--- config.mk ---
export PLATFORM = sky130hd
export DESIGN_NAME = hcy_div
export DESIGN_NICKNAME = d
export VERILOG_FILES = /design/src/sv/hcy_pkg.sv /design/src/sv/hcy_div.sv
export SDC_FILE = /design/constraint.sdc
export NUM_CORES = 2
export LEC_CHECK = 0
export BUFFER_PORTS_ARGS = -buffer_cell sky130_fd_sc_hd__buf_2
export CAP_MARGIN = 20
export CORE_ASPECT_RATIO = 1.5
export CORE_UTILIZATION = 45
export CTS_CLUSTER_SIZE = 10
export DETAILED_ROUTE_END_ITERATION = 10
export GPL_TIMING_DRIVEN = 0
export PLACE_DENSITY = 0.7
export SYNTH_ARGS = -nofsm -noshare
export SYNTH_HDL_FRONTEND = slang
export SYNTH_SLANG_ARGS = --single-unit
export TNS_END_PERCENT = 5
--- constraint.sdc ---
create_clock -name clk -period 4.25 [get_ports clk]
set_input_delay 0.2125 -clock clk [delete_from_list [all_inputs] [get_ports clk]]
set_output_delay 0.2125 -clock clk [all_outputs]
set_load 0.05 [all_outputs]
--- src/sv/hcy_pkg.sv ---
// Shared constants for the RGB to HCY converter.
// Channel width, Rec.709 weights and the divider pipeline widths.
// No dependencies.
package hcy_pkg;

  localparam int CHANNEL_BITS = 16;
  localparam int Y_W = CHANNEL_BITS + 16;
  localparam int DIV_DW = Y_W;
  localparam int DIV_NW = Y_W + CHANNEL_BITS;
  localparam int SIDE_W = Y_W + CHANNEL_BITS + 1;

  localparam logic [CHANNEL_BITS-1:0] CH_MAX = '1;
  localparam logic [Y_W-1:0] FULL = {CH_MAX, 16'h0000};

  localparam logic [15:0] W_RED = 16'd13933;
  localparam logic [15:0] W_GREEN = 16'd46871;
  localparam logic [15:0] W_BLUE = 16'd4732;

endpackage

--- src/sv/hcy_div.sv ---
// Pipelined restoring divider, one quotient bit per stage, with side data.
// Expects the numerator's upper part below the divisor.
// Depends on hcy_pkg.
module hcy_div (
  input  logic                            clk,
  input  logic                            rst,
  input  logic                            en,
  input  logic                            in_valid,
  input  logic [hcy_pkg::DIV_NW-1:0]      n,
  input  logic [hcy_pkg::DIV_DW-1:0]      d,
  input  logic [hcy_pkg::SIDE_W-1:0]      side,
  output logic                            out_valid,
  output logic [hcy_pkg::CHANNEL_BITS-1:0] q,
  output logic [hcy_pkg::SIDE_W-1:0]      out_side
);

  localparam int B = hcy_pkg::CHANNEL_BITS;
  localparam int DW = hcy_pkg::DIV_DW;
  localparam int NW = hcy_pkg::DIV_NW;

  logic [DW-1:0]                rem [0:B];
  logic [B-1:0]                 lq  [0:B];
  logic [DW-1:0]                dd  [0:B];
  logic [hcy_pkg::SIDE_W-1:0]   sd  [0:B];
  logic [B:0]                   vv;

  always_ff @(posedge clk) begin
    if (rst) begin
      vv[0] <= 1'b0;
    end else if (en) begin
      vv[0] <= in_valid;
    end
    if (en) begin
      rem[0] <= n[NW-1:B];
      lq[0]  <= n[B-1:0];
      dd[0]  <= d;
      sd[0]  <= side;
    end
  end

  for (genvar k = 1; k <= B; k++) begin : g_stage
    logic [DW:0] t;
    logic [DW:0] diff;
    logic        ge;

    always_comb begin
      t    = {rem[k-1], lq[k-1][B-1]};
      diff = t - {1'b0, dd[k-1]};
      ge   = t >= {1'b0, dd[k-1]};
    end

    always_ff @(posedge clk) begin
      if (rst) begin
        vv[k] <= 1'b0;
      end else if (en) begin
        vv[k] <= vv[k-1];
      end
      if (en) begin
        rem[k] <= ge ? diff[DW-1:0] : t[DW-1:0];
        lq[k]  <= {lq[k-1][B-2:0], ge};
        dd[k]  <= dd[k-1];
        sd[k]  <= sd[k-1];
      end
    end
  end

  assign out_valid = vv[B];
  assign q = lq[B];
  assign out_side = sd[B];

endmodule

== Word level (Yosys, flattened, before mapping) ==
Memories as Yosys holds them, arrays and structs flattened.
Cells that the tools add are included.
W data, S select, Z words.
Storage, ports and cells
  register bits after elaboration: 17
  latch bits: 0
  RAM bits: 2193
  ROM bits: 0
  memories: 4
Operators by class
  add/subtract/negate cells: 16
  multipliers: 0
  divide/modulo/power cells: 0
  $lt $le $gt $ge: 16
  eq/ne operators: 0
  shift-type cells: 0
  mux-type cells: 18
  bitwise operators: 0
  reductions and logical operators: 0
Memory list
  sd: depth 17, bits a word 49, rd ports 17, clocked after memory_dff 0, wr ports 17, RTL line hcy_div.sv:24  | logic [hcy_pkg::SIDE_W-1:0] sd [0:B];
  dd: depth 17, bits a word 32, rd ports 16, clocked after memory_dff 0, wr ports 17, RTL line hcy_div.sv:23  | logic [DW-1:0] dd [0:B];
  rem: depth 17, bits a word 32, rd ports 16, clocked after memory_dff 0, wr ports 17, RTL line hcy_div.sv:21  | logic [DW-1:0] rem [0:B];
  lq: depth 17, bits a word 16, rd ports 17, clocked after memory_dff 0, wr ports 17, RTL line hcy_div.sv:22  | logic [B-1:0] lq [0:B];
Operators with widths (number)
  $ge A33 B32 Y1: 16
  $mux W32: 16
  $sub A32 B32 Y32: 16
  $mux W1: 2

== Logic depth before layout (Yosys ltp) ==
  depth in word-level cells: 2
  depth in mapped cells: 17
  gate-level depth less buffers: 15

== Worst setup path before layout ==
OpenSTA, ideal clock, no wires.
  kind: reg2reg
  start: mem rem[0][165] (netlist name)
  end: mem rem[0][204] (netlist name) (data pin)
  arrival: 3218 ps
  data required time: 3990 ps
  slack: 772 ps
  cell stages (with the launch flop): 14
  period minus slack after synthesis: 3478 ps
  path through: edfxtp_1 -> ha_1 -> buf_2 -> a21o_1 -> a21oi_1 -> nor2b_1 -> nor4_1 -> a2111oi_0 -> or3b_1 -> a221o_1 -> a22o_1 -> a21oi_2 -> buf_4 -> mux2_2
RTL lines (RTL line)
  start: declaration: hcy_div.sv:21

==> run_results.csv <==
group,metric,value,unit
floorplanning,coreArea,212000,um^2
clock_network,cts.reportedPaths.clkPinSlew,60,ps
floorplanning,initial_core_util,45.3,%
job,maxCapViolCount,0,
critical_path,crit_type,"flip-flop to flip-flop",
clock_network,h-tree-depth,4,
drt,routed_via_density,5.23,
timing,setup_violations,20,
drt,met1_length,63.6,mm
place,gp_routability_congestion,1.03,
floorplanning,die_h,568,um
place,post-dp-hpwl,142,mm
synthesis,ys.flop_type,"edfxtp_1",
critical_path,arrival,5110,ps
drt,top_layer_used,"met5",
power_and_ir_drop,pwr-share-seq,39.6,%
power_and_ir_drop,p_total,76.4,mW
grt,grt_pass1_vias,58200,
drt,wl_met2,113,mm
grt,grt_usage,18.2,%
floorplanning,num_io_pins,199,
status,status,"finished, violations left",
critical_path,r2r_start,"rem[0][5]$_DFFE_PP_",
grt,grt.overflow.total,0,
critical_path,worst-r2r-cell-count,14,
final_layout,drive_above_1_share,11.5,%
synthesis,yosys-top-cells-count,"2129 x edfxtp_1, 628 x inv_1, 512 x ha_1",
critical_path,crit_required,4960,ps
power_and_ir_drop,total_leakage_power,43.1,nW
synthesis,synth_edf_count,2129,
synthesis,postSynthAreaPerCell,13.8,um^2
worst_hold_path,hold_path_startpoint,"n[10]",
final_layout,fin_cells,10600,
timing,maxSlewViolCount,0,
critical_path,critical_path.max_fanout,10,
clock_network,ctsLongestPathBuffers,4,
synthesis,yosys.cell_types.count,98,
power_and_ir_drop,power_density,690,nW/um^2
clock_network,insertion_delay,920,ps
clock_network,cts_tree,"done",
grt,antenna_found_initial,2,
critical_path,r2r_setup_slack,-160,ps
worst_hold_path,holdPathStages,2,
timing,rsz0062_at_grt,"true",
synthesis,yosysTopAreaCell,"edfxtp_1",
synthesis,yosysWarningCount,0,
floorplanning,dieArea,215000,um^2
clock_network,cts-root-buf,"clkbuf_16",
grt,grt_max_degree,182,
floorplanning,floorplan.die.width,379,um
clock_network,cts_buffers,245,
final_layout,final.fill_count,17400,
drt,first_pass_iters,7,
timing,final_hold_viol_count,0,
timing,fin_skew,97.8,ps
synthesis,ys_ff_latch,2146,
power_and_ir_drop,p_int,50.7,mW
synthesis,synth_async_sr_flop_share,0,%
synthesis,synth_most_common_cell,"edfxtp_1",
synthesis,synth_seq_area_share,66.9,%
timing,fin_crit,4410,ps
power_and_ir_drop,p_switching,25.7,mW
power_and_ir_drop,netSwitchingFraction,33.6,%
final_layout,synthToLayoutAreaGrowth,15.3,%
drt,vias,55200,
synthesis,synth_area_leaders,"edfxtp_1 67%, ha_1 6.7%, a21oi_1 2.5%, inv_1 2.5%, o21ai_0 2.2%",
worst_hold_path,hold-path-endpoint,"lq[0][10]$_DFFE_PP_",
drt,final_antenna_net_count,0,
place,port_buffers,197,
final_layout,final_util,52.2,%
power_and_ir_drop,comb_power_share,36.7,%
drt,drc,0,
power_and_ir_drop,clkPwrFrac,23.7,%
synthesis,synth_cells,6969,
drt,routed_wl,198,mm
status,failed_checks,"negative setup slack",
timing,setup_ws,-156,ps
timing,min_period_over_period,104,%
grt,grt_pass1_wl,304,mm
clock_network,cts.sinks,2146,
synthesis,synth_fp_nets,7629,
synthesis,synth_top_cell_area_share,66.6,%
timing,worstMarginPinSlew,1210,ps
critical_path,cp-start-kind,"flip-flop",
drt,drt-initial-drc-count,2666,
final_layout,nets,8338,
synthesis,synth_area,96100,um^2
critical_path,r2r-end,"rem[0][48]$_DFFE_PP_",
worst_hold_path,hold_path.class,"primary input to flip-flop",
drt,wl_per_cell,18.7,um
power_and_ir_drop,vdd_drop_max,0.438,mV
place,dp.cells,10000,
timing,maxSlewHeadroom,18.6,%
critical_path,cp-end-kind,"flip-flop",
timing,max_freq,227,MHz
floorplanning,rows,207,
drt,routed-wl-met3,5.91,mm
[power by group through the flow]
stage                     Clock, mW  Sequential [mW]  Combinational [mW]
after detailed placement          0             30.6                27.1
after global routing           19.4             30.6                30.8
final                          18.1             30.2                28.1
after CTS                      18.7             30.2                27.8
after floorplan                   0             29.9                19.9
after global placement            0             31.9                26.5
[cells in the final DEF (no fill, tap or decap), types with 184 or more instances in the layout]
master | netlist | layout
buf_2 | 25 | 215
xnor2_1 | 231 | 231
dlygate4sd3_1 | 0 | 241
ha_1 | 512 | 512
o21ai_0 | 413 | 408
nand2_1 | 478 | 475
xor2_1 | 184 | 184
clkbuf_16 | 0 | 250
inv_1 | 628 | 627
a21o_1 | 246 | 246
nor2_1 | 282 | 282
a21oi_1 | 489 | 479
edfxtp_1 | 2129 | 2129
[worst max path at each step]
stage	to	slack (ps)	from	cells after the start
detailed placement	rem[0][508]$_DFFE_PP_	-1090	dd[0][449]$_DFFE_PP_	15
global placement	vv[0]$_SDFFE_PP0P_	-29840	en	5
CTS	rem[0][414]$_DFFE_PP_	-110	rem[0][352]$_DFFE_PP_	14
floorplan	rem[0][204]$_DFFE_PP_	770	rem[0][165]$_DFFE_PP_	13
finish	rem[0][48]$_DFFE_PP_	-160	rem[0][5]$_DFFE_PP_	14
global route	rem[0][286]$_DFFE_PP_	-80	rem[0][226]$_DFFE_PP_	13
[cell type report]
class                   count  area, um^2  area share, %
inverters                 629        2360           2.14
clock inverters            18         191          0.173
repair buffers            463        3920           3.54
diodes                      1        2.50        0.00226
flip-flops and latches   2146       64300           58.0
clock buffers             286        6390           5.77
multi-input cells        3991       28800           26.0
plain buffers             202        1290           1.16
well taps                2821        3530           3.19
[repair_timing]
| item | in CTS | in global routing |
|---|---|---|
| pin swaps | 3 | 9 |
| buffers inserted | 3 | 4 |
| hold buffers | 242 | 0 |
| resized for setup | 101 | 70 |
| endpoints found under the setup margin | 418 | 332 |
| hold endpoints to repair | 199 | 0 |
[stage by stage]
stage / hold WS (ps) / TNS, ps / instance area, um^2 / setup WS (ps)
floorplan: 311 / 0 / 96100 / 772
detailed placement: 391 / -205780 / 101000 / -1090
finish: 70.1 / -1510 / 111000 / -156
CTS: 0.243 / -1140 / 110000 / -107
global route: 29.0 / -701 / 111000 / -79.6
global placement: 389 / - / 101000 / -29840
[worst max-delay path: stages (launching register included)]
cell	delay, ps
edfxtp_1	400
ha_1	400
a21oi_1	210
o21ai_0	120
a2111oi_1	560
nor2_1	240
o311ai_2	400
a21oi_2	200
a21oi_2	260
or3_1	140
and3_1	300
buf_4	270
clkbuf_1	440
nand2_1	130
o21ai_0	120
[flip-flops by register name, summed over array words and instances, names as in the netlist]
name	flops
dd	512
out_valid	1
rem	512
sd	833
lq	272
vv	16
[logic make-up after synthesis]
family                     Yosys count  synth area share, %
DFF                               2146                 66.9
AOI/OAI and AO/OA                 1580                 10.1
and+or+nand+nor                   1285                 6.31
buffers and inverters              832                 3.66
adders and majority gates          527                 6.98
xor gates and xnor gates           415                 3.78
muxes                              184                 2.23
[metal layers]
metal  vias to the layer above  global-route usage [%]
li1                      27000                       -
met1                     26400                    15.5
met2                      1155                    36.8
met3                       597                    2.60
met4                         2                    13.0
met5                         -                       0
Note: power is estimated with default switching activity, not from simulation.
