File: src/sv/hcy_pkg.sv
// Shared constants for the RGB to HCY converter.
// Channel width, Rec.709 weights and the divider pipeline widths.
// No dependencies.
package hcy_pkg;

  localparam int CHANNEL_BITS = 16;
  localparam int Y_W = CHANNEL_BITS + 16;
  localparam int DIV_DW = Y_W;
  localparam int DIV_NW = Y_W + CHANNEL_BITS;
  localparam int SIDE_W = Y_W + CHANNEL_BITS + 1;

  localparam logic [CHANNEL_BITS-1:0] CH_MAX = '1;
  localparam logic [Y_W-1:0] FULL = {CH_MAX, 16'h0000};

  localparam logic [15:0] W_RED = 16'd13933;
  localparam logic [15:0] W_GREEN = 16'd46871;
  localparam logic [15:0] W_BLUE = 16'd4732;

endpackage

File: src/sv/hcy_front.sv
// Front stages: channel sort, chroma span, hue numerator and pixel luma.
// Feeds the hue divider.
// Depends on hcy_pkg.
module hcy_front (
  input  logic                             clk,
  input  logic                             rst,
  input  logic                             en,
  input  logic                             in_valid,
  input  logic [hcy_pkg::CHANNEL_BITS-1:0] red,
  input  logic [hcy_pkg::CHANNEL_BITS-1:0] green,
  input  logic [hcy_pkg::CHANNEL_BITS-1:0] blue,
  output logic                             out_valid,
  output logic [hcy_pkg::DIV_NW-1:0]       n,
  output logic [hcy_pkg::DIV_DW-1:0]       d,
  output logic [hcy_pkg::SIDE_W-1:0]       side
);

  localparam int B = hcy_pkg::CHANNEL_BITS;
  localparam int YW = hcy_pkg::Y_W;
  localparam int NW = hcy_pkg::DIV_NW;
  localparam int DW = hcy_pkg::DIV_DW;
  localparam int SW = B + 5;
  localparam int AW = B + 3;

  localparam logic signed [3:0] OFS_BLUE_HI = -4'sd6;
  localparam logic signed [3:0] OFS_BLUE_LO = 4'sd4;
  localparam logic signed [3:0] OFS_GREEN_HI = 4'sd0;
  localparam logic signed [3:0] OFS_GREEN_LO = -4'sd2;

  logic [B-1:0]         px, py, qx, qy, qw, mn, c_w;
  logic signed [3:0]    pz, pw, qz;
  logic signed [SW-1:0] num;
  logic [SW-1:0]        num_abs;

  logic            a_valid;
  logic [B-1:0]    a_c;
  logic [AW-1:0]   a_abs;
  logic [YW-1:0]   a_pr, a_pg, a_pb;

  logic [YW-1:0]   y_sum;
  logic [NW-1:0]   hnum;

  always_comb begin
    if (green < blue) begin
      px = blue;
      py = green;
      pz = OFS_BLUE_HI;
      pw = OFS_BLUE_LO;
    end else begin
      px = green;
      py = blue;
      pz = OFS_GREEN_HI;
      pw = OFS_GREEN_LO;
    end
    if (red < px) begin
      qx = px;
      qz = pw;
      qw = red;
    end else begin
      qx = red;
      qz = pz;
      qw = px;
    end
    qy = py;
    mn = (qw < qy) ? qw : qy;
    c_w = qx - mn;
    num = $signed(SW'(qw)) - $signed(SW'(qy)) + qz * $signed(SW'(c_w));
    num_abs = num[SW-1] ? SW'(-num) : SW'(num);
  end

  always_ff @(posedge clk) begin
    if (rst) begin
      a_valid <= 1'b0;
      out_valid <= 1'b0;
    end else if (en) begin
      a_valid <= in_valid;
      out_valid <= a_valid;
    end
    if (en) begin
      a_c   <= c_w;
      a_abs <= num_abs[AW-1:0];
      a_pr  <= YW'(hcy_pkg::W_RED) * YW'(red);
      a_pg  <= YW'(hcy_pkg::W_GREEN) * YW'(green);
      a_pb  <= YW'(hcy_pkg::W_BLUE) * YW'(blue);
      n     <= hnum + NW'(3 * NW'(a_c));
      d     <= DW'(6 * DW'(a_c));
      side  <= {(a_c == '0), y_sum, a_c};
    end
  end

  always_comb begin
    y_sum = a_pr + a_pg + a_pb;
    hnum  = (NW'(a_abs) << B) - NW'(a_abs);
  end

endmodule

File: config.mk
export PLATFORM = sky130hd
export DESIGN_NAME = hcy_front
export DESIGN_NICKNAME = d
export VERILOG_FILES = /design/src/sv/hcy_pkg.sv /design/src/sv/hcy_front.sv
export SDC_FILE = /design/constraint.sdc
export NUM_CORES = 2
export LEC_CHECK = 0
export BUFFER_PORTS_ARGS = -buffer_cell sky130_fd_sc_hd__buf_4
export CAP_MARGIN = 20
export CORE_MARGIN = 3
export CORE_UTILIZATION = 60
export CTS_BUF_LIST = sky130_fd_sc_hd__clkbuf_4
export DETAILED_ROUTE_END_ITERATION = 16
export PLACE_DENSITY = 0.79
export SYNTH_ARGS = -nofsm -noshare
export SYNTH_HDL_FRONTEND = slang
export SYNTH_SLANG_ARGS = --single-unit
File: constraint.sdc
create_clock -name clk -period 25.1 [get_ports clk]
set_clock_uncertainty 0.15 [all_clocks]
set_input_delay 2.51 -clock clk [delete_from_list [all_inputs] [get_ports clk]]
set_output_delay 2.51 -clock clk [all_outputs]
set_load 0.02 [all_outputs]
# Word level (Yosys, flattened, before mapping)
# Cells that the tools add are included.
# totals
reg_bits,241
output_inout_bits,130
word_cells,37
# classes
n_addsub,8
n_mul,6
order_cmp,3
muxes,9
reduce_logical,1
# ops
op,count
$mux 16,5
$add 48x18->48,1
$lt 16x16->1,3
$mul 2x16->18 const A,2
$sub 35x19->36,1
$add 30x32->32,1
$add 32x29->32,1
$mul 16x16->32 const A,1
$mul 14x16->30 const A,1
$mul 11x16->27 const A,1
$add 17x21->21,1
$mul 4x17->21,1
$mux 19,1
$neg 19->19,1
$sub 16x16->17,1
$logic_not 16->1,1
$sub 16x16->16,1
$mux 4,3

# Logic depth before layout (Yosys ltp)
# depth
depth_word,11
depth_mapped,65
depth_no_buf,59

# Worst setup path after synthesis
# OpenSTA, ideal clock, no wires.
# synth_path
kind,input-to-reg
start,input blue[7] (netlist name)
end,"register a_abs[10], data pin"
setup_ns,0.266
arrival_ns,14.049
slack_ns,10.634
path_stages,64
path_cell_list,inv_1 > ha_1 > o21a_1 > nor2_1 > nor4b_2 > a21o_1 > buf_6 > clkbuf_1 > clkbuf_1 > nor2_1 > a21oi_1 > ha_1 > a21o_1 > a21o_1 > a21oi_1 > nand2b_1 > a21oi_1 > o21ai_0 > [28 not listed] > xnor2_1 > and2_1 > fa_1 > inv_1 > fa_1 > inv_1 > ha_1 > ha_1 > inv_1 > nor2_1 > nor2_1 > nor2b_1 > o21ai_0 > a31oi_1 > xor2_1 > clkbuf_1 > nor2_1 > xor2_1
# synth_rtl
item,line_no,text
from (decl),hcy_front.sv:11,"input logic [hcy_pkg::CHANNEL_BITS-1:0] blue,"
$lt 16x16->1,hcy_front.sv:44,if (green < blue) begin
$mux 16,hcy_front.sv:44,
$lt 16x16->1,hcy_front.sv:55,if (red < px) begin
$mux 16,hcy_front.sv:55,
$lt 16x16->1,hcy_front.sv:65,mn = (qw < qy) ? qw : qy;
$mux 16,hcy_front.sv:65,
$sub 16x16->16 (*),hcy_front.sv:66,c_w = qx - mn;
net c_w[14],hcy_front.sv:30,"logic [B-1:0] px, py, qx, qy, qw, mn, c_w;"
$mul 4x17->21 (*),hcy_front.sv:67,num = $signed(SW'(qw)) - $signed(SW'(qy)) + qz * $signed(SW'(c_w));
$add 17x21->21 (*),hcy_front.sv:67,
$mux 19 (*),hcy_front.sv:68,num_abs = num[SW-1] ? SW'(-num) : SW'(num);
net num_abs[10],hcy_front.sv:33,logic [SW-1:0] num_abs;
to (signal assigned),hcy_front.sv:81,a_abs <= num_abs[AW-1:0];
to (decl),hcy_front.sv:37,logic [AW-1:0] a_abs;
# The timed path passes the listed nets; every way through them passes the cells marked *.
# A chain may end at the register's enable or synchronous reset.

# Final worst setup path
# layout_path
start,input blue[14] (netlist name)
end,"register a_abs[1], data pin"
# The elaborated chain is that of the path after synthesis.

==> impl_results.md <==
* Hold Path Class: reg2reg
* Crit path buf inv count at 10
* Remaining antenna violation count at 0
* Total negative slack at 0 ps
* Worst Setup Path Type: in2reg
* WL/cell at 20.4 um
* Post-Route WL at 78.9 mm
* GRT overflow at 0
* Post-synth top area share at 23.7%
* Cell family with most CP delay: compound AO/OA/AOI/OAI gates
* Synth-to-Final Area Change at 9.55%
* CP Data Required Time at 25,440 ps
* Vias at 22.3k
* Worst r2r path cells at 16
* Clock latency on the worst-skew pair at 780 ps
* Io pins at 182
* Post-synth EDFFs at 238
* First-pass GRT wire length at 124 mm
* Vias in the first global route at 23.1k
* Die X-Extent at 230 um
* Starting Density at 61.2%
* Final min period at 15,550 ps
* Slew Limit Fails at 0
* Hold Slack at 364 ps
* Setup violations, final at 0
* Num CTS Buffers at 70
* Fmax at 64.3 MHz
* Synth cell types at 92
* Worst slew pin tran at 1040 ps
* Worst path max stage delay at 680 ps
* Final period utilization at 62.0%
* Clock Pin Slew Worst Setup and Hold Paths at 60 ps
* Register bit total from synthesis at 240
* Layout cells sized above 1 at 10.1%
* Fill cell count at 3,937
* Synth warn at 0
* Total area of sequential cells at 0.00719 mm2
* Mapped Area at 0.0302 mm2
* Core ar. at 0.0493 mm2
* Yosys top cell by area: edfxtp_1
* Syn Area/Cell at 10.3 um2
* Multi-input logic area at 0.0209 mm2
* Initial antenna violation count at 4
* Commonest non-fill, non-tap cells in the layout: ha_1 (496), inv_1 (493), fa_1 (323), edfxtp_1 (238), nor2_1 (228)
* Setup WS post-layout at 9550 ps
* Setup WS pre-CTS at 9040 ps
* CTS resizes at 0
* Largest net degree at the start of global routing at 91
* Slew Limit Headroom at 30.5%
* Die area at 0.0530 mm2
* Routability cong. at 0.965
* DRC at 0
* Sink Count at 240
* RSZ-0062 raised after global routing: no
* Post-Route Utilization at 67.1%
* Port Buffers at 167
* # Post-CTS Setup Buffers at 0
* Top post-synthesis cells by area: edfxtp_1 (24%), fa_1 (21%), ha_1 (21%)
* TritonCTS clock tree: yes
* Final-report hold violation count at 0
* Startpoint types: input port
* Most common cell after layout, fill and taps aside: ha_1
* Worst path depth at 57
* Die Span Y at 230 um
* Vias per Instance at 5.76
* CP most frequent cell: a21oi_1
* Slowest CP cell: a2111oi_1
* Synth Flop Type: edfxtp_1
* GR Util All Layers at 30.2%
* CTS root buffer: clkbuf_4
* CTS Buffer Depth at 3
* Asr flop ratio synth at 0%
* Max-Cap Viols at 0
* Sequential area share after synthesis at 23.8%
* Max Fanout on Critical Path at 76
* Cell count after synthesis at 2,939
* Outcome: finished, final reports clean
* # hold bufs at CTS at 0
* Critical Path AT at 15,900 ps
* Fin nets at 4,023
* Row cnt at 81
* 1st-pass router iterations at 8
* # H-tree levels at 3
* Hold Path Stages at 2
* Worst Setup End Kind: register
* Hpwl dp at 66.1 mm
* Drt initial violations at 1,878
-- worst min-delay path: stages, from the launching register on --
cell and delay (ps):
dfxtp_1 340, mux2i_1 70, nor2_1 70
-- cell families (layout without fill, tap and decap cells) --
group | after synthesis | after routing | share of synthesized area [%]
compound gates | 550 | 550 | 11.4
xor+xnor | 219 | 219 | 6.39
fa+ha+maj | 819 | 819 | 42.0
buf+inv | 541 | 787 | 7.08
flops | 240 | 240 | 23.8
mux | 9 | 9 | 0.319
other cells | 1 | 15 | 0.0124
simple gates | 560 | 560 | 8.90
-- synthesized netlist by cell type, drive strengths merged (3+ instances only) --
| cell | instances |
|---|---|
| o21bai | 28 |
| fa | 323 |
| a31o | 9 |
| o21ai | 102 |
| a31oi | 18 |
| and3 | 18 |
| nand2 | 109 |
| a41o | 3 |
| buf | 32 |
| or2 | 5 |
| o31a | 3 |
| xnor2 | 145 |
| inv | 494 |
| o31ai | 7 |
| ha | 496 |
| a2111oi | 10 |
| a32oi | 3 |
| a211o | 6 |
| a21o | 58 |
| or4 | 5 |
| or3 | 12 |
| and2 | 11 |
| o211ai | 6 |
| edfxtp | 238 |
| xor2 | 74 |
| a211oi | 9 |
| nand4 | 10 |
| a21oi | 219 |
| nand3 | 32 |
| clkbuf | 15 |
| nor3b | 8 |
| o2111ai | 6 |
| o21a | 30 |
| nand2b | 24 |
| o221ai | 4 |
| o41ai | 4 |
| nor2b | 23 |
| mux2i | 7 |
| a21boi | 10 |
| nand3b | 4 |
| nor3 | 46 |
| nor4 | 10 |
| nor2 | 230 |
-- state kept, by name, summed over array words and instances, names as in the netlist --
signal and count:
a_abs 19, a_c 16, a_pb 27, a_pg 32
a_pr 30, a_valid 1, d 17, n 48
out_valid 1, side 49
-- metal layers --
layer  wire [um]  vias to the layer above  track usage (%)
li1            -                    10454                -
met1       33800                    10930             41.7
met2       37000                      748             49.2
met3        5710                      125             4.86
met4        2410                        2             9.59
met5          12                        -                0
-- per-stage QoR --
step / cells / cell area (um2)
2_1_floorplan: 2952 / 30200
3_3_place_gp: 3744 / 32100
3_5_place_dp: 3744 / 32100
4_1_cts: 3862 / 33000
5_1_grt: 3863 / 33000
6_report: 3863 / 33000
-- worst paths after layout --
| kind | start | end | slack [ps] |
|---|---|---|---|
| hold / removal | a_valid$_SDFFE_PP0P_ | a_valid$_SDFFE_PP0P_ | 360 |
| setup reg to reg | a_abs[3]$_DFFE_PP_ | n[33]$_DFFE_PP_ | 19750 |
| hold reg to reg | a_valid$_SDFFE_PP0P_ | a_valid$_SDFFE_PP0P_ | 360 |
| setup / recovery | blue[14] | a_abs[1]$_DFFE_PP_ | 9550 |
-- final cells by class --
| class | instances | share of cell area (%) |
|---|---|---|
| Antenna cell | 1 | 0.00757 |
| Clock buffer | 85 | 1.93 |
| Clock inverter | 33 | 0.939 |
| Inverter | 494 | 5.61 |
| Multi-Input combinational cell | 2171 | 63.2 |
| Sequential cell | 240 | 21.8 |
| Tap cell | 664 | 2.51 |
| Timing Repair Buffer | 175 | 4.00 |
Power is left out: the tool's default activity adds up to more than one toggle a clock period on the data nets, which glitch-free logic cannot reach.
