`src/sv/hcy_pkg.sv`:
```
// Shared constants for the RGB to HCY converter.
// Channel width, Rec.709 weights and the divider pipeline widths.
// No dependencies.
package hcy_pkg;

  localparam int CHANNEL_BITS = 16;
  localparam int Y_W = CHANNEL_BITS + 16;
  localparam int DIV_DW = Y_W;
  localparam int DIV_NW = Y_W + CHANNEL_BITS;
  localparam int SIDE_W = Y_W + CHANNEL_BITS + 1;

  localparam logic [CHANNEL_BITS-1:0] CH_MAX = '1;
  localparam logic [Y_W-1:0] FULL = {CH_MAX, 16'h0000};

  localparam logic [15:0] W_RED = 16'd13933;
  localparam logic [15:0] W_GREEN = 16'd46871;
  localparam logic [15:0] W_BLUE = 16'd4732;

endpackage

```
`src/sv/hcy_ramp.sv`:
```
// Middle stages: pure hue ramps, pure-hue luma, luma ratio operands.
// Takes the hue quotient and feeds the chroma divider.
// Depends on hcy_pkg.
module hcy_ramp (
  input  logic                             clk,
  input  logic                             rst,
  input  logic                             en,
  input  logic                             in_valid,
  input  logic [hcy_pkg::CHANNEL_BITS-1:0] hq,
  input  logic [hcy_pkg::SIDE_W-1:0]       in_side,
  output logic                             out_valid,
  output logic [hcy_pkg::DIV_NW-1:0]       n,
  output logic [hcy_pkg::DIV_DW-1:0]       d,
  output logic [hcy_pkg::SIDE_W-1:0]       side
);

  localparam int B = hcy_pkg::CHANNEL_BITS;
  localparam int YW = hcy_pkg::Y_W;
  localparam int NW = hcy_pkg::DIV_NW;
  localparam int HW = B + 5;
  localparam logic signed [HW-1:0] SM = signed'(HW'(hcy_pkg::CH_MAX));
  localparam logic signed [HW-1:0] SM2 = HW'(2 * SM);
  localparam logic signed [HW-1:0] SM3 = HW'(3 * SM);
  localparam logic signed [HW-1:0] SM4 = HW'(4 * SM);

  function automatic logic signed [HW-1:0] sabs(input logic signed [HW-1:0] v);
    return v[HW-1] ? HW'(-v) : v;
  endfunction

  function automatic logic [B-1:0] clampm(input logic signed [HW-1:0] v);
    logic [B-1:0] r;
    if (v[HW-1]) r = '0;
    else if (v > SM) r = hcy_pkg::CH_MAX;
    else r = v[B-1:0];
    return r;
  endfunction

  logic [B-1:0]         hue_w;
  logic signed [HW-1:0] h6;
  logic [YW:0]          luma_sum;

  logic [4:0]      vv;
  logic [B-1:0]    c_c, c_hr, c_hg, c_hb, c_hue, c_luma;
  logic [YW-1:0]   c_y;
  logic [B-1:0]    d_c, d_hue, d_luma;
  logic [YW-1:0]   d_y, d_pr, d_pg, d_pb;
  logic [B-1:0]    e_c, e_hue, e_luma;
  logic [YW-1:0]   e_fz, e_den;
  logic [B-1:0]    f_hue, f_luma;
  logic [YW-1:0]   f_den;
  logic [NW-1:0]   f_prod;

  logic [YW-1:0]   z_sum;
  logic            lt;
  logic [NW-1:0]   np;

  always_comb begin
    hue_w = in_side[hcy_pkg::SIDE_W-1] ? '0 : hq;
    h6 = HW'(6 * HW'(hue_w));
    luma_sum = (YW+1)'(in_side[B +: YW]) + (YW+1)'(32768);
    z_sum = d_pr + d_pg + d_pb;
    lt = d_y < z_sum;
    np = f_prod + NW'(f_den >> 1);
  end

  always_ff @(posedge clk) begin
    if (rst) begin
      vv <= '0;
    end else if (en) begin
      vv <= {vv[3:0], in_valid};
    end
    if (en) begin
      c_c    <= in_side[B-1:0];
      c_y    <= in_side[B +: YW];
      c_hue  <= hue_w;
      c_luma <= luma_sum[16 +: B];
      c_hr   <= clampm(HW'(sabs(HW'(h6 - SM3)) - SM));
      c_hg   <= clampm(HW'(SM2 - sabs(HW'(h6 - SM2))));
      c_hb   <= clampm(HW'(SM2 - sabs(HW'(h6 - SM4))));

      d_c    <= c_c;
      d_y    <= c_y;
      d_hue  <= c_hue;
      d_luma <= c_luma;
      d_pr   <= YW'(hcy_pkg::W_RED) * YW'(c_hr);
      d_pg   <= YW'(hcy_pkg::W_GREEN) * YW'(c_hg);
      d_pb   <= YW'(hcy_pkg::W_BLUE) * YW'(c_hb);

      e_c    <= d_c;
      e_hue  <= d_hue;
      e_luma <= d_luma;
      e_fz   <= lt ? z_sum : hcy_pkg::FULL - z_sum;
      e_den  <= lt ? d_y : hcy_pkg::FULL - d_y;

      f_hue  <= e_hue;
      f_luma <= e_luma;
      f_den  <= e_den;
      f_prod <= NW'(e_c) * NW'(e_fz);

      n    <= np;
      d    <= f_den;
      side <= {(f_den == '0), (np[NW-1:B] >= f_den),
               {(hcy_pkg::SIDE_W - 2*B - 2){1'b0}}, f_luma, f_hue};
    end
  end

  assign out_valid = vv[4];

endmodule

```
`config.mk`:
```
export PLATFORM = sky130hd
export DESIGN_NAME = hcy_ramp
export DESIGN_NICKNAME = d
export VERILOG_FILES = /design/src/sv/hcy_pkg.sv /design/src/sv/hcy_ramp.sv
export SDC_FILE = /design/constraint.sdc
export NUM_CORES = 2
export LEC_CHECK = 0
export BUFFER_PORTS_ARGS = -buffer_cell sky130_fd_sc_hd__buf_2
export CORE_UTILIZATION = 50
export CTS_CLUSTER_DIAMETER = 200
export CTS_CLUSTER_SIZE = 24
export DETAILED_ROUTE_END_ITERATION = 12
export PLACE_DENSITY = 0.68
export SYNTH_ARGS = -nofsm -noshare
export SYNTH_HDL_FRONTEND = slang
export SYNTH_SLANG_ARGS = --single-unit
```
`constraint.sdc`:
```
create_clock -name clk -period 8.9 [get_ports clk]
set_clock_uncertainty 0.1 [all_clocks]
set_input_delay 0 -clock clk [delete_from_list [all_inputs] [get_ports clk]]
set_output_delay 0 -clock clk [all_outputs]
set_load 0.02 [all_outputs]
```
### Yosys cells after proc, flatten, opt, wreduce, memory -nomap -nowiden

Cells that the tools add are included.

| storage, ports and cells | value |
|---|---|
| register bits after elaboration | 640 |
| latch bits | 0 |
| bits in writable memories | 0 |
| bits in read-only memories | 0 |
| bits of input ports | 69 |
| output and inout bits | 130 |
| logic and storage cells | 62 |
| memories kept | 0 |

| operators by class | value |
|---|---|
| add/subtract/negate cells | 15 |
| $mul | 5 |
| divide/modulo/power cells | 0 |
| $lt $le $gt $ge | 5 |
| equal/unequal tests | 0 |
| shifts and indexed selects | 0 |
| multiplexer cells | 9 |
| bitwise operators | 0 |
| reductions and logical operators | 1 |

Operators with widths:

| kind | number |
|---|---|
| $mux W16 | 4 |
| $mux W32 | 2 |
| $sub A32 B32 Y32 const A | 2 |
| $gt A21 B17 Y1 const B | 3 |
| $mux W21 | 3 |
| $neg A20 Y21 | 3 |
| $add A48 B31 Y48 | 1 |
| $mul A16 B32 Y48 | 1 |
| $sub A18 B21 Y21 const A | 2 |
| $sub A19 B18 Y20 const B | 2 |
| $add A30 B32 Y32 | 1 |
| $add A32 B16 Y32 const B | 1 |
| $add A32 B29 Y32 | 1 |
| $ge A32 B32 Y1 | 1 |
| $logic_not A32 Y1 | 1 |
| $lt A32 B32 Y1 | 1 |
| $mul A16 B16 Y32 const A | 1 |
| $mul A14 B16 Y30 const A | 1 |
| $mul A11 B16 Y27 const A | 1 |
| $sub A21 B17 Y21 const B | 1 |
| $sub A19 B17 Y20 const B | 1 |
| $mul A2 B16 Y18 const A | 1 |

### Depth between registers and ports, before layout

| logic depth | value |
|---|---|
| word-level depth | 8 |
| gate-level depth with buffers | 28 |
| mapped depth without buffers | 28 |

### Worst setup path after synthesis

No wires, ideal clock.

| timing path | value |
|---|---|
| path kind | register to register |
| start | reg e_fz[5] |
| end | reg f_prod[47], data pin |
| setup time | 0.258 ns |
| data arrival time | 6.583 ns |
| data required time | 8.542 ns |
| setup slack | 1.959 ns |
| cell stages (with the launch flop) | 24 |
| path buffers | 1 |
| period minus slack after synthesis | 6.941 ns |
| path through | edfxtp_1 clkbuf_1 nand2_1 fa_1 inv_1 fa_1 inv_1 fa_1 fa_1 inv_1 fa_1 fa_1 ha_1 a21o_1 a21oi_1 o31ai_1 o311ai_0 a21oi_1 a211o_1 a311oi_1 a21o_1 nand2_1 a221o_1 xnor2_1 |

| between the ends | value |
|---|---|
| cells in the longest elaborated chain, start to end | 1 |

Ends and longest elaborated chain:

| item | line | RTL |
|---|---|---|
| start, declared | hcy_ramp.sv:48 | `logic [YW-1:0] e_fz, e_den;` |
| start signal, assigned | hcy_ramp.sv:92 | `e_fz <= lt ? z_sum : hcy_pkg::FULL - z_sum;` |
| $mul A16 B32 Y48 | hcy_ramp.sv:98 | `f_prod <= NW'(e_c) * NW'(e_fz);` |
| end signal, assigned | hcy_ramp.sv:98 |  |
| end, declared | hcy_ramp.sv:51 | `logic [NW-1:0] f_prod;` |

No other way between the ends.
A chain may end at the register's enable or synchronous reset.

### Final worst setup path

| timing path | value |
|---|---|
| start | reg e_fz[2] |
| end | reg f_prod[47], data pin |

Same word-level chain as after synthesis.

==> summary.txt <==
Status
  • Status: complete, no violations

Setup path
  • FF-to-FF setup slack: 0.91 ns
  • Critical path data arrival time: roughly 8.3 ns
  • Reg2Reg Launch Point: e_fz[2]
  • Crit start category: register
  • CP max FO: 16
  • CP Class: reg -> reg
  • CP endpoint kind: register
  • Crit path required time: roughly 9.2 ns
  • Worst reg2reg endpoint: f_prod[47]
  • Number of cells on the worst reg-to-reg path: 22

Floorplanning
  • Die Area: between 0.1 and 0.15 mm2
  • I/O pin count: just under 200
  • Die W: 343 um
  • Rows: 124
  • Core area: approximately 0.11 mm2
  • Die height: 343 um
  • Initial Util: about half

Clock tree
  • # clock sinks: 640
  • Longest Clk Path Bufs: 3
  • Clk Latency, worst-skew pair: 0.71 ns
  • TritonCTS buffer count: 30
  • Clk slew on worst S/H paths: approximately 0.11 ns
  • CTS tree: done
  • CTS root buffer: clkbuf_16
  • PostCTS Resize Cnt: 0
  • H-tree lvl count: 1

Global route
  • Initial antenna violation count: 3
  • Vias in the first global route: around 39000
  • First-pass GRT wire length: about 220000 um
  • GRT Util Overall: 24.4%
  • GRT overflow: 0
  • Largest net degree at the start of global routing: 156

Synth
  • Post-synth cell types: 104
  • Sequential area share after synthesis: approximately a third
  • Cell count after synthesis: between 5000 and 6000
  • Post-synth top area share: 32.7%
  • Yosys warning count: 0
  • #FFs+latches synth: between 600 and 700
  • Number of synthesized flops with an enable pin: between 600 and 700
  • Mapped Avg Cell Area: roughly 11 um2
  • Async S/R FF share, synth: 0%
  • Top cells by area, synth: edfxtp_1, fa_1, ha_1
  • Top FF cell, synth: edfxtp_1
  • Post-Syn Area: between 0.05 and 0.06 mm2
  • Leading area contributor after synthesis: edfxtp_1

Timing
  • Tcrit/Tclk final: 89.8%
  • Relative slew slack: ~28%
  • Setup tns final: 0 ns
  • RSZ-0062 raised after global routing: false
  • Fin. max-slew vios: 0
  • Final Hold Vio Count: 0
  • Fin crit period: about 8.0 ns
  • Fmax: around 0.13 GHz
  • Worst-margin pin slew: between 1 and 1.5 ns
  • Final Setup Violations: 0

Placement
  • IO Port Bufs: around 180
  • Placer Congestion: about 0.93
  • Post-DP HPWL: ~110000 um

Routing
  • Vias/cell: ~5.5
  • Pre-Repair DR Iteration Count: 8
  • DRC Markers: 0
  • Final wirelength: 142000 um
  • Wirelength per Cell: ~20 um
  • Initial DRC count: slightly below 3000
  • Vias: roughly 39000
  • ANT nets after route: 0

Cells and area
  • Fillcell total: 9848
  • Final #Nets: between 6000 and 7000
  • Commonest non-fill, non-tap cell in the layout: inv_1
  • Layout cell share with drive strength beyond 1: approximately 6.3%
  • Area Overhead vs Synth: 8.07%
  • Most frequent cells in the layout: inv_1, fa_1, edfxtp_1, ha_1, nand2_1

Worst hold path
  • Min-delay worst type: in -> reg
  • Cells on Worst Hold Path: 3
  • Hold Path End: c_luma[5]
  • Start point of the worst hold path: in_side[37]

Run
  • Max Cap Viol: 0
==> flip-flops by register name (all words and copies together), names as in the netlist, 27 cells and up <==
name,flops
d_y,32
f_prod,48
d,32
d_pg,32
f_den,32
side,34
d_pr,30
n,48
d_pb,27
c_y,32
e_fz,32
e_den,32
==> cell families after synthesis <==
group,Yosys count,synth area share (%)
AOI/OAI and AO/OA,770,8.76
xor gates and xnor gates,341,5.17
adders and majority gates,1268,36.1
buffers and inverters,913,6.08
DFF,640,32.9
muxes,23,0.408
other,1,0.00643
and+or+nand+nor,1265,10.6
==> final cells by class <==
| class | count | area (um2) | share of cell area [%] |
|---|---|---|---|
| diodes | 2 | 5.00 | 0.00794 |
| inverters | 760 | 2850 | 4.53 |
| repair buffers | 358 | 2570 | 4.08 |
| well taps | 1512 | 1890 | 3.00 |
| flip-flops and latches | 640 | 19200 | 30.4 |
| clock buffers | 39 | 816 | 1.29 |
| clock inverters | 2 | 33.8 | 0.0536 |
| multi-input cells | 3682 | 35700 | 56.6 |
==> Yosys cell counts, types with 19 or more instances <==
library cell,number
and2_1,154
clkbuf_1,113
fa_1,691
o21ai_0,143
a21o_1,100
a21oi_1,223
xor2_1,97
nand3_1,62
a211oi_1,19
edfxtp_1,635
nand2_1,521
nor3_1,51
inv_1,759
o21a_1,31
o211ai_1,20
and3_1,40
o21bai_1,22
nand4_1,26
ha_1,577
nor2b_1,50
a31oi_1,29
a21oi_2,21
nor2_1,198
mux2i_1,20
nor4_1,20
xnor2_1,240
nand2b_1,50
==> routing by layer <==
metal	routed length [um]	vias to the layer above	track usage (%)
met5	7	-	0
met4	4920	2	7.32
met3	7960	245	2.66
met2	68300	1230	41.2
met1	60900	19100	33.2
li1	-	18000	-
==> worst max-delay path by stage <==
stage                 endpoint  startpoint  slack (ns)  depth (start not counted)
floorplan           f_prod[47]     e_fz[5]        1.96                         23
detailed placement  f_prod[47]     e_fz[2]        1.06                         22
global route        f_prod[41]     e_fz[1]        0.65                         22
CTS                 f_prod[47]     e_fz[2]        1.05                         22
global placement    f_prod[47]     e_fz[5]        1.24                         22
finish              f_prod[47]     e_fz[2]        0.91                         22
==> worst max-delay path: stages, from the launching register on <==
cell and delay (ns):
edfxtp_1 0.75, nand2_1 0.15, fa_1 0.53, inv_1 0.05, fa_1 0.47, ha_1 0.23
fa_1 0.54, inv_1 0.05, fa_1 0.46, fa_1 0.54, inv_1 0.04, ha_1 0.32
o21a_1 0.20, o21ai_0 0.40, o31ai_1 0.20, o311ai_0 0.70, a21oi_1 0.21, a211o_1 0.40
a311oi_1 0.56, a21o_1 0.24, nand2_1 0.12, a221o_1 0.33, xnor2_1 0.12
==> timing repair <==
| item | 4_1_cts | 5_1_grt |
|---|---|---|
| hold buffers | 128 | 0 |
| setup buffers | 0 | 0 |
| hold endpoints to repair | 193 | 0 |
==> stage by stage <==
stage | instance area, um2 | utilization [%] | hold WS, ns | worst slack, ns | instances
2_1_floorplan | 58400 | - | -0.0276 | 1.96 | 5235
3_3_place_gp | 60900 | 52.9 | 0.0784 | 1.24 | 6824
3_5_place_dp | 60900 | 52.9 | 0.0783 | 1.06 | 6824
4_1_cts | 63000 | 54.8 | 0.0263 | 1.05 | 6993
5_1_grt | 63000 | 54.8 | 0.0665 | 0.651 | 6993
6_report | 63000 | 54.8 | 0.0802 | 0.911 | 6995
Power is not shown: default switching activity piles up to over one toggle a cycle in this logic, so the estimate is an artifact.
